**config.mk**
```make
export PLATFORM = sky130hd
export DESIGN_NAME = crc16_frame_deframer
export DESIGN_NICKNAME = d
export VERILOG_FILES = /design/src/rtl/core/cfd_pkg.sv /design/src/rtl/core/crc16_frame_deframer.sv
export SDC_FILE = /design/constraint.sdc
export NUM_CORES = 1
export LEC_CHECK = 0
export BUFFER_PORTS_ARGS = -buffer_cell sky130_fd_sc_hd__buf_2
export CORE_MARGIN = 1
export CORE_UTILIZATION = 30
export DETAILED_ROUTE_END_ITERATION = 10
export PLACE_DENSITY = 0.43
export SETUP_SLACK_MARGIN = 0.1
export SLEW_MARGIN = 15
export SYNTH_ARGS = -nofsm -noshare
export SYNTH_HDL_FRONTEND = slang
export SYNTH_SLANG_ARGS = --single-unit
```
**constraint.sdc**
```tcl
create_clock -name i_clk -period 6.9 [get_ports i_clk]
set_input_delay 2.07 -clock i_clk [delete_from_list [all_inputs] [get_ports i_clk]]
set_output_delay 2.07 -clock i_clk [all_outputs]
set_load 0.01 [all_outputs]
```
**src/rtl/core/cfd_pkg.sv**
```systemverilog
// ----------------------------------------------------------------------------
// cfd_pkg
// Types, codes and the CRC-16 byte update shared by the frame deframer files.
// ----------------------------------------------------------------------------
package cfd_pkg;

    localparam int unsigned M_DATA_W  = 56;
    localparam int unsigned PADDR_W   = 4;
    localparam int unsigned POS_W     = 17;

    localparam logic [15:0]      CRC_INIT  = 16'hFFFF;
    localparam logic [15:0]      CRC_POLY  = 16'hA001;
    localparam logic [15:0]      CRC_LSB   = 16'h0001;
    localparam logic [POS_W-1:0] POS_MAX   = 17'h1FFFF;
    localparam logic [POS_W:0]   MIN_FRAME = 18'd11;
    localparam logic [POS_W-1:0] POS_BODY  = 17'd7;

    // Byte positions of the header fields
    localparam logic [POS_W-1:0] POS_START1 = 17'd0;
    localparam logic [POS_W-1:0] POS_START2 = 17'd1;
    localparam logic [POS_W-1:0] POS_VER    = 17'd2;
    localparam logic [POS_W-1:0] POS_CMD    = 17'd3;
    localparam logic [POS_W-1:0] POS_SEQ    = 17'd4;
    localparam logic [POS_W-1:0] POS_LEN_LO = 17'd5;
    localparam logic [POS_W-1:0] POS_LEN_HI = 17'd6;

    typedef enum logic [2:0] {
        ST_OK           = 3'd0,
        ST_TOO_SHORT    = 3'd1,
        ST_BAD_BOUNDARY = 3'd2,
        ST_LEN_MISMATCH = 3'd3,
        ST_CRC_MISMATCH = 3'd4
    } t_status;

    typedef enum logic {
        KIND_PAYLOAD = 1'b0,
        KIND_STATUS  = 1'b1
    } t_kind;

    typedef enum logic [1:0] {
        REG_START_FIRST  = 2'd0,
        REG_START_SECOND = 2'd1,
        REG_END_FIRST    = 2'd2,
        REG_END_SECOND   = 2'd3
    } t_cfg_reg;

    typedef struct packed {
        t_kind       kind;
        logic [7:0]  payload;
        t_status     status;
        logic [7:0]  version;
        logic [7:0]  command;
        logic [7:0]  seq_no;
        logic [15:0] length;
        logic        last;
    } t_result;

    // CRC-16/MODBUS, reflected, one byte, unrolled over its eight bits
    function automatic logic [15:0] crc_byte(input logic [15:0] acc, input logic [7:0] b);
        logic [15:0] c;
        c = acc ^ {8'h00, b};
        for (int k = 0; k < 8; k++) begin
            if ((c & CRC_LSB) != 16'h0000) begin
                c = (c >> 1) ^ CRC_POLY;
            end else begin
                c = c >> 1;
            end
        end
        return c;
    endfunction

endpackage

```
**src/rtl/core/crc16_frame_deframer.sv**
```systemverilog
// ----------------------------------------------------------------------------
// crc16_frame_deframer
// Byte-stream frame decoder: passes payload bytes, checks CRC-16/MODBUS and
// framing, and closes each frame with one status beat.
// ----------------------------------------------------------------------------
//  channel   | dir | tdata                          | tuser       | tlast
//  s_axis    | in  | frame_byte                     | -           | frame_end
//  m_axis    | out | payload_byte, status_code,     | result_kind | last_of_run
//            |     | frame_version, frame_command,  |             |
//            |     | frame_sequence, payload_length |             |
//  apb       | in  | start/end byte registers at 0x0, 0x4, 0x8, 0xC
//
//  One input byte is taken per cycle; the frame state and the CRC update sit
//  in one register stage, so a result is written to the queue in the cycle
//  the byte is taken. A final byte that is also a payload byte yields two
//  beats; a four-entry result queue absorbs the extra beat, and s_axis stalls
//  while fewer than two entries are free. Results leave the queue at one beat
//  per cycle while m_axis is ready. Reset is synchronous: it clears the frame
//  state, the queue and the configuration registers.
// ----------------------------------------------------------------------------
module crc16_frame_deframer (
    input  logic                           i_clk,
    input  logic                           i_rst_n,
    // s_axis
    input  logic                           i_s_axis_tvalid,
    output logic                           o_s_axis_tready,
    input  logic [7:0]                     i_s_axis_tdata,   // [7:0] frame_byte
    input  logic                           i_s_axis_tlast,
    // m_axis
    output logic                           o_m_axis_tvalid,
    input  logic                           i_m_axis_tready,
    // [7:0] payload_byte, [10:8] status_code, [18:11] frame_version,
    // [26:19] frame_command, [34:27] frame_sequence, [50:35] payload_length,
    // [55:51] zero
    output logic [cfd_pkg::M_DATA_W-1:0]   o_m_axis_tdata,
    output logic                           o_m_axis_tuser,   // [0] result_kind
    output logic                           o_m_axis_tlast,
    // apb
    input  logic                           psel,
    input  logic                           penable,
    input  logic                           pwrite,
    input  logic [cfd_pkg::PADDR_W-1:0]    paddr,
    input  logic [31:0]                    pwdata,
    output logic [31:0]                    prdata,
    output logic                           pready
);
    import cfd_pkg::*;

    // configuration
    logic [7:0] r_start1, r_start2, r_end1, r_end2;
    t_cfg_reg   cfg_sel;
    logic       cfg_wr;

    // frame state
    logic [POS_W-1:0] r_pos,      n_pos;
    logic [15:0]      r_crc,      n_crc;
    logic             r_start_ok, n_start_ok;
    logic [7:0]       r_ver,      n_ver;
    logic [7:0]       r_cmd,      n_cmd;
    logic [7:0]       r_seq,      n_seq;
    logic [15:0]      r_len,      n_len;
    logic [31:0]      r_recent,   n_recent;

    // result queue
    t_result     r_mem [4];
    logic [1:0]  r_wr_ptr, r_rd_ptr;
    logic [2:0]  r_count;
    logic        in_acc, out_acc;
    t_result     res0, res1;
    logic [1:0]  push_n;

    // per-byte work
    logic [7:0]       b;
    logic [POS_W:0]   body_end;
    logic [POS_W:0]   count;
    logic             in_body, in_crc, end_ok;
    logic [15:0]      rx_crc;
    t_status          status;
    t_result          pay_res, st_res;

    assign pready  = 1'b1;
    assign cfg_sel = t_cfg_reg'(paddr[3:2]);
    assign cfg_wr  = psel & penable & pwrite & pready;

    always_comb begin
        case (cfg_sel)
            REG_START_FIRST:  prdata = {24'h0, r_start1};
            REG_START_SECOND: prdata = {24'h0, r_start2};
            REG_END_FIRST:    prdata = {24'h0, r_end1};
            REG_END_SECOND:   prdata = {24'h0, r_end2};
            default:          prdata = 32'h0;
        endcase
    end

    always_ff @(posedge i_clk) begin
        if (!i_rst_n) begin
            r_start1 <= 8'h00;
            r_start2 <= 8'h00;
            r_end1   <= 8'h00;
            r_end2   <= 8'h00;
        end else if (cfg_wr) begin
            case (cfg_sel)
                REG_START_FIRST:  r_start1 <= pwdata[7:0];
                REG_START_SECOND: r_start2 <= pwdata[7:0];
                REG_END_FIRST:    r_end1   <= pwdata[7:0];
                REG_END_SECOND:   r_end2   <= pwdata[7:0];
                default: ;
            endcase
        end
    end

    assign o_s_axis_tready = (r_count <= 3'd2);
    assign in_acc          = i_s_axis_tvalid & o_s_axis_tready;
    assign o_m_axis_tvalid = (r_count != 3'd0);
    assign out_acc         = o_m_axis_tvalid & i_m_axis_tready;

    assign b        = i_s_axis_tdata;
    assign body_end = {1'b0, POS_BODY} + {2'b00, r_len};
    assign in_crc   = (r_pos >= POS_VER)  && ({1'b0, r_pos} < body_end);
    assign in_body  = (r_pos >= POS_BODY) && ({1'b0, r_pos} < body_end);

    always_comb begin
        n_start_ok = r_start_ok;
        n_ver      = r_ver;
        n_cmd      = r_cmd;
        n_seq      = r_seq;
        n_len      = r_len;
        n_crc      = r_crc;
        n_pos      = r_pos;

        if (r_pos == POS_START1 && b != r_start1) n_start_ok = 1'b0;
        if (r_pos == POS_START2 && b != r_start2) n_start_ok = 1'b0;
        if (r_pos == POS_VER)    n_ver = b;
        if (r_pos == POS_CMD)    n_cmd = b;
        if (r_pos == POS_SEQ)    n_seq = b;
        if (r_pos == POS_LEN_LO) n_len = {r_len[15:8], b};
        if (r_pos == POS_LEN_HI) n_len = {b, r_len[7:0]};
        if (in_crc)              n_crc = crc_byte(r_crc, b);
        n_recent = {r_recent[23:0], b};
        // hold the count at its ceiling; an over-long frame fails the length check
        if (r_pos < POS_MAX)     n_pos = r_pos + 17'd1;
    end

    assign count  = {1'b0, r_pos} + 18'd1;
    assign rx_crc = {n_recent[23:16], n_recent[31:24]};
    assign end_ok = (n_recent[15:8] == r_end1) && (n_recent[7:0] == r_end2);

    always_comb begin
        if (count < MIN_FRAME) begin
            status = ST_TOO_SHORT;
        end else if (!n_start_ok || !end_ok) begin
            status = ST_BAD_BOUNDARY;
        end else if (count != MIN_FRAME + {2'b00, n_len}) begin
            status = ST_LEN_MISMATCH;
        end else if (n_crc != rx_crc) begin
            status = ST_CRC_MISMATCH;
        end else begin
            status = ST_OK;
        end
    end

    always_comb begin
        pay_res         = '0;
        pay_res.kind    = KIND_PAYLOAD;
        pay_res.payload = b;

        st_res          = '0;
        st_res.kind     = KIND_STATUS;
        st_res.status   = status;
        st_res.version  = n_ver;
        st_res.command  = n_cmd;
        st_res.seq_no   = n_seq;
        st_res.length   = n_len;
        st_res.last     = 1'b1;

        res0   = st_res;
        res1   = st_res;
        push_n = 2'd0;
        if (in_body) begin
            res0   = pay_res;
            push_n = i_s_axis_tlast ? 2'd2 : 2'd1;
        end else if (i_s_axis_tlast) begin
            push_n = 2'd1;
        end
    end

    always_ff @(posedge i_clk) begin
        if (!i_rst_n) begin
            r_pos      <= '0;
            r_crc      <= CRC_INIT;
            r_start_ok <= 1'b1;
            r_ver      <= 8'h00;
            r_cmd      <= 8'h00;
            r_seq      <= 8'h00;
            r_len      <= 16'h0000;
            r_recent   <= 32'h0;
        end else if (in_acc) begin
            if (i_s_axis_tlast) begin
                // drop all frame state after the final byte
                r_pos      <= '0;
                r_crc      <= CRC_INIT;
                r_start_ok <= 1'b1;
                r_ver      <= 8'h00;
                r_cmd      <= 8'h00;
                r_seq      <= 8'h00;
                r_len      <= 16'h0000;
                r_recent   <= 32'h0;
            end else begin
                r_pos      <= n_pos;
                r_crc      <= n_crc;
                r_start_ok <= n_start_ok;
                r_ver      <= n_ver;
                r_cmd      <= n_cmd;
                r_seq      <= n_seq;
                r_len      <= n_len;
                r_recent   <= n_recent;
            end
        end
    end

    always_ff @(posedge i_clk) begin
        if (in_acc && push_n != 2'd0) begin
            r_mem[r_wr_ptr] <= res0;
        end
        if (in_acc && push_n == 2'd2) begin
            r_mem[r_wr_ptr + 2'd1] <= res1;
        end
    end

    always_ff @(posedge i_clk) begin
        if (!i_rst_n) begin
            r_wr_ptr <= 2'd0;
            r_rd_ptr <= 2'd0;
            r_count  <= 3'd0;
        end else begin
            if (in_acc) begin
                r_wr_ptr <= r_wr_ptr + push_n;
            end
            if (out_acc) begin
                r_rd_ptr <= r_rd_ptr + 2'd1;
            end
            r_count <= r_count + (in_acc ? {1'b0, push_n} : 3'd0) - {2'b00, out_acc};
        end
    end

    t_result head;
    assign head           = r_mem[r_rd_ptr];
    assign o_m_axis_tdata = {5'b00000, head.length, head.seq_no, head.command,
                             head.version, head.status, head.payload};
    assign o_m_axis_tuser = head.kind;
    assign o_m_axis_tlast = head.last;

endmodule

```
-- Word-level counts from Yosys, hierarchy flattened
Memories as Yosys holds them, arrays and structs flattened. A register that Yosys moved wholly into a read port is not among the register bits.
Cells that the tools add are included.
- eq/ne operators: 16
- multiplexer cells: 48
- bitwise operators: 13
- add/subtract/negate cells: 9
- reduce and logical (&&, ||, !) cells: 20
- $lt $le $gt $ge: 6
- operator list (cell ; number):
    16-bit 2-to-1 mux ; 19
    32-bit one-hot mux with 4 select lines ; 1
    8-bit 2-to-1 mux ; 7
    53-bit 2-to-1 mux ; 1
    17-bit by 3-bit == test with 1-bit output, second input constant ; 3
    17-bit by 2-bit == test with 1-bit output, second input constant ; 2
    17-bit 2-to-1 mux ; 2
    24-bit 2-to-1 mux ; 1
    2-bit NOT with 3-bit output ; 8
    17-bit by 1-bit adder with 18-bit output, second input constant ; 1
    18-bit by 4-bit less-than comparator with 1-bit output, second input constant ; 1
    18-bit by 17-bit != test with 1-bit output ; 1
    17-bit by 1-bit adder with 17-bit output, second input constant ; 1
    3-bit by 16-bit adder with 17-bit output, first input constant ; 1
    4-bit by 16-bit adder with 17-bit output, first input constant ; 1
    17-bit by 1-bit == test with 1-bit output, second input constant ; 1
    17-bit by 2-bit greater-or-equal comparator with 1-bit output, second input constant ; 1
    17-bit by 3-bit greater-or-equal comparator with 1-bit output, second input constant ; 1
    17-bit zero test ; 1
    17-bit less-than comparator ; 1
    17-bit less-than comparator, second input constant ; 1
    8-bit == test ; 2
    16-bit != test ; 1
    8-bit != test ; 2
    other kinds (19) ; 51
- output and inout port bits: 93
- flip-flop bits (word level): 137
- bits of input ports: 52
- memories kept: 1
- memory bits (writable): 212
- logic and storage cells: 128
- memories (name ; depth ; bits a word ; rd ports ; clocked after memory_dff ; write ports ; RTL line ; source):
    r_mem ; 4 ; 53 ; 1 ; 1 ; 2 ; crc16_frame_deframer.sv:65 ; t_result r_mem [4];

-- Depth between registers and ports, before layout
- word-level depth: 31
- gate-level depth with buffers: 22
- gate-level depth less buffers: 22

-- Least setup slack after synthesis
Ideal clock, no wire load.
- path kind: input port to output port
- from: in paddr[3] in the netlist's numbering
- to: out prdata[2]
- data required time: 4830 ps
- data arrival time: 3063 ps
- path slack: 1767 ps
- buffers on the path: 1
- stages on the path: 2
- cell sequence: clkbuf_1 -> mux4_2
- longest elaborated chain between the ends: 2
- elaborated cells on any way between the ends: 5
- classes of those cells: 3 x eq/ne; 1 x mux; 1 x reduce/logical
- RTL lines (what ; RTL line ; source):
    start, declared ; crc16_frame_deframer.sv:42 ; input logic [cfd_pkg::PADDR_W-1:0] paddr,
    2-bit == test (tied with other cells) ; crc16_frame_deframer.sv:86 ; case (cfg_sel)
    32-bit one-hot mux with 4 select lines * ; crc16_frame_deframer.sv:86 ;
    end, declared ; crc16_frame_deframer.sv:44 ; output logic [31:0] prdata,
Mark *: on every way between the ends. The rest lies on a longest branch, timed or not. The select of a mux whose other input is x is not followed.

==> flow_summary.toml <==
[synthesis]
ys_seq_elements = 347
yosysUniqueCellTypes = 75
synth-edff-count = 172
syn_area_mm2 = 0.0179
synth_ff_type = "dfxtp_1"
ys_seq_area_share_pct = 48.3
synth_warnings = 0
synthArstFlopShare_pct = 0
syn_avg_cell_area_um2 = 10.8
syn-instance-count = 1667

[clock_network]
cts_max_level = 2
clock_latency_ns = 0.60
cts_buffers = 41
ctsResizeCount = 0
cts_tree = "done"
cts_num_sinks = 347
clk_path_buf_depth = 3
cts_root_buf = "clkbuf_16"
postCtsHoldBufs = 0
path_clk_slew_ns = 0.07
postCtsSetupRepairBufs = 0

[outcome]
outcome = "completed"

[place]
dpl_cell_area_mm2 = 0.0190
place_hpwl_mm = 34.9
port_buffers = 88
placed_cells = 2436
place_ws_ns = 1.32
gp_congestion = 0.868

[die]
coreArea_mm2 = 0.0590
start_util_pct = 30.4
dieArea_mm2 = 0.0608
io_pins = 145
rows = 89
die_h_um = 247
die_w_um = 247

[power_and_ir_drop]
p_leak_nw = 6.98
intPower_w = 0.00385
p_seq_share_pct = 43.2
clkPwrFrac_pct = 40.3
power_frac_comb_pct = 16.5
vdd_drop_max_uv = 185
power.density_mw_per_mm2 = 264
power.switching_w = 0.00153
swShare_pct = 28.5

[sta]
drv_slew = 0
timing.final.ws_setup_ns = 1.35
holdWs_ns = 0.450
tightest_slew_ns = 1.16
finalSetupTns_ns = 0
slew_headroom_pct = 22.1
fmax_mhz = 180
period_share_pct = 80.4
finalHoldViolCount = 0
finClkSkew_ns = 0.0428
finalSetupViolations = 0
rsz0062_at_grt = "no"
min_period_ns = 5.55

[critical_path]
path_class = "reg2reg"
cpMostUsedCell = "a21oi_1"
worst_path_largest_cell_delay_ns = 0.58
path_cells = "nand3_1 -> a21oi_1 -> and3_1 -> and2_1 -> nand2_1 -> xor2_1 -> ha_1 -> a21oi_1 -> o21ai_0 -> nor4_1 -> o22ai_1 -> ha_1 -> nor2_1 -> a21oi_1 -> nand2b_1 -> inv_2 -> buf_4"
worst_ep_arrival_time_ns = 5.79
crit_slowest_cell = "dfxtp_1"
worstPathRequired_ns = 7.14
worst-path-max-fanout = 19
start_kind = "register"
crit_path_end_kind = "register"

[final_layout]
drive_gt1_share_pct = 15.9
regArea_mm2 = 0.00867
antenna_cells = 0
fillers = 6024
multiInputGateArea_mm2 = 0.00858
final-instance-count-excl-fill = 2510
syn2layout_area_growth_pct = 13.6
fin_nets = 1788
stdcell_area_mm2 = 0.0204

[grt]
antenna_found_initial = 1
grt_pass1_vias = 12900
overflow = 0
grt_max_degree = 76
grt_use_total_pct = 17.9
grt_pass1_wl_mm = 82.1

[route]
drt-total-wl_mm = 53.7
wire_per_inst_um = 21.4
drtIter0Drc = 835
ant_nets = 0
num_vias = 12900
drt_first_pass_iters = 6
post-route-drc-count = 0
viasPerCell = 5.13

[job]
drv_cap = 0

[min_path]
min_path_type = "reg2reg"
synth_stat cells (29+ instances only):
cell,count,area (um2)
clkbuf_1,99,372
buf_4,31,233
mux4_2,60,1350
a21oi_1,44,220
dfxtp_1,175,3500
xor2_1,40,350
nor2b_1,78,488
nor2_1,208,781
xnor2_1,82,718
mux2i_1,74,741
nand2_1,99,372
edfxtp_1,172,5160
o21ai_0,57,285
a22o_1,34,298
and2_1,52,325
ha_1,29,363
inv_1,35,131
through the flow:
| step | utilization (%) | total power, W |
|---|---|---|
| floorplan | - | 0.00294 |
| global placement | 32.2 | 0.00328 |
| detailed placement | 32.2 | 0.00328 |
| CTS | 34.5 | 0.00546 |
| global route | 34.5 | 0.00562 |
| finish | 34.5 | 0.00538 |
registers in the layout (all words and copies together) (netlist names), named ones only:
| name | flops |
|---|---|
| r_pos | 17 |
| r_wr_ptr | 2 |
| r_count | 3 |
| r_end2 | 8 |
| r_mem | 208 |
| r_len | 16 |
| r_start_ok | 1 |
| r_start1 | 8 |
| r_start2 | 8 |
| r_rd_ptr | 2 |
| r_crc | 16 |
| r_seq | 8 |
| r_end1 | 8 |
| r_ver | 8 |
| r_recent | 24 |
| r_cmd | 8 |
power by group through the flow:
stage          Combinational (W)  Sequential, W  Clock, W
3_3_place_gp            0.000904        0.00237         0
6_report                0.000889        0.00232   0.00217
3_5_place_dp            0.000907        0.00237         0
4_1_cts                 0.000909        0.00233   0.00222
5_1_grt                 0.000971        0.00234   0.00231
2_1_floorplan           0.000653        0.00229         0
cell families (layout without fill, tap and decap cells):
family	Yosys count	count (layout)	synth area share, %
AO/OA/AOI/OAI	256	256	9.58
XOR/XNOR	127	127	6.59
adder cells (fa/ha/maj)	30	30	2.13
buffers and inverters	185	227	4.62
flip-flops	347	347	48.3
multiplexers	141	141	12.4
other	2	30	0.0419
AND/OR/NAND/NOR	579	579	16.3
layout make-up:
| type | instances | share of cell area (%) |
|---|---|---|
| Tap cell | 773 | 4.75 |
| Clock buffer | 62 | 5.86 |
| Sequential cell | 347 | 42.6 |
| Multi-Input combinational cell | 1163 | 42.1 |
| Inverter | 35 | 0.645 |
| Timing Repair Buffer | 118 | 3.34 |
| Clock inverter | 12 | 0.700 |
critical path: cells and delay by family (launching register included):
kind | cells | cell delay [ns]
buffers and inverters | 2 | 0.85
and+or+nand+nor | 7 | 1.82
DFF | 1 | 0.58
xor gates and xnor gates | 1 | 0.16
AOI/OAI and AO/OA | 5 | 1.06
adders and majority gates | 2 | 0.71
placed cells by master, fill, tap and decap left out, types with 7 or more instances in the layout:
master	synthesis	routed
nor3_1	21	21
xnor2_1	82	82
dfxtp_1	175	173
edfxtp_1	172	172
a22o_1	34	34
buf_4	31	30
ha_1	29	29
a21oi_1	44	44
mux4_2	60	60
o21ai_0	57	57
nor2b_1	78	78
clkbuf_1	99	12
inv_1	35	31
and2_1	52	51
or3_1	7	7
clkbuf_16	0	41
and3_1	21	21
nand2_1	99	97
a22oi_1	16	16
a21boi_0	8	8
conb_1	2	30
nor4_1	17	15
o22ai_1	23	23
xor2_1	40	40
a31oi_1	13	13
nand4_1	25	25
buf_2	9	87
nor2_1	208	208
mux2i_1	74	74
clkbuf_8	0	9
nand3_1	22	22
a211oi_1	7	7
worst paths after layout:
kind	end	slack (ns)	startpoint	cells after the start
max reg2reg	r_mem[2][13]	1.35	r_len[3]	17
min reg2reg	r_mem[0][0]	0.45	r_mem[0][0]	2
max	r_mem[2][13]	1.35	r_len[3]	17
min	r_mem[0][0]	0.45	r_mem[0][0]	2
layer usage:
layer | wire length (um) | up-vias | global-route usage (%)
met5 | 0 | - | 0
met4 | 1250 | 0 | 4.77
met3 | 2720 | 82 | 3.24
met2 | 24500 | 366 | 28.4
met1 | 25200 | 6435 | 24.8
li1 | - | 6003 | -
(Power assumes the default switching activity.)
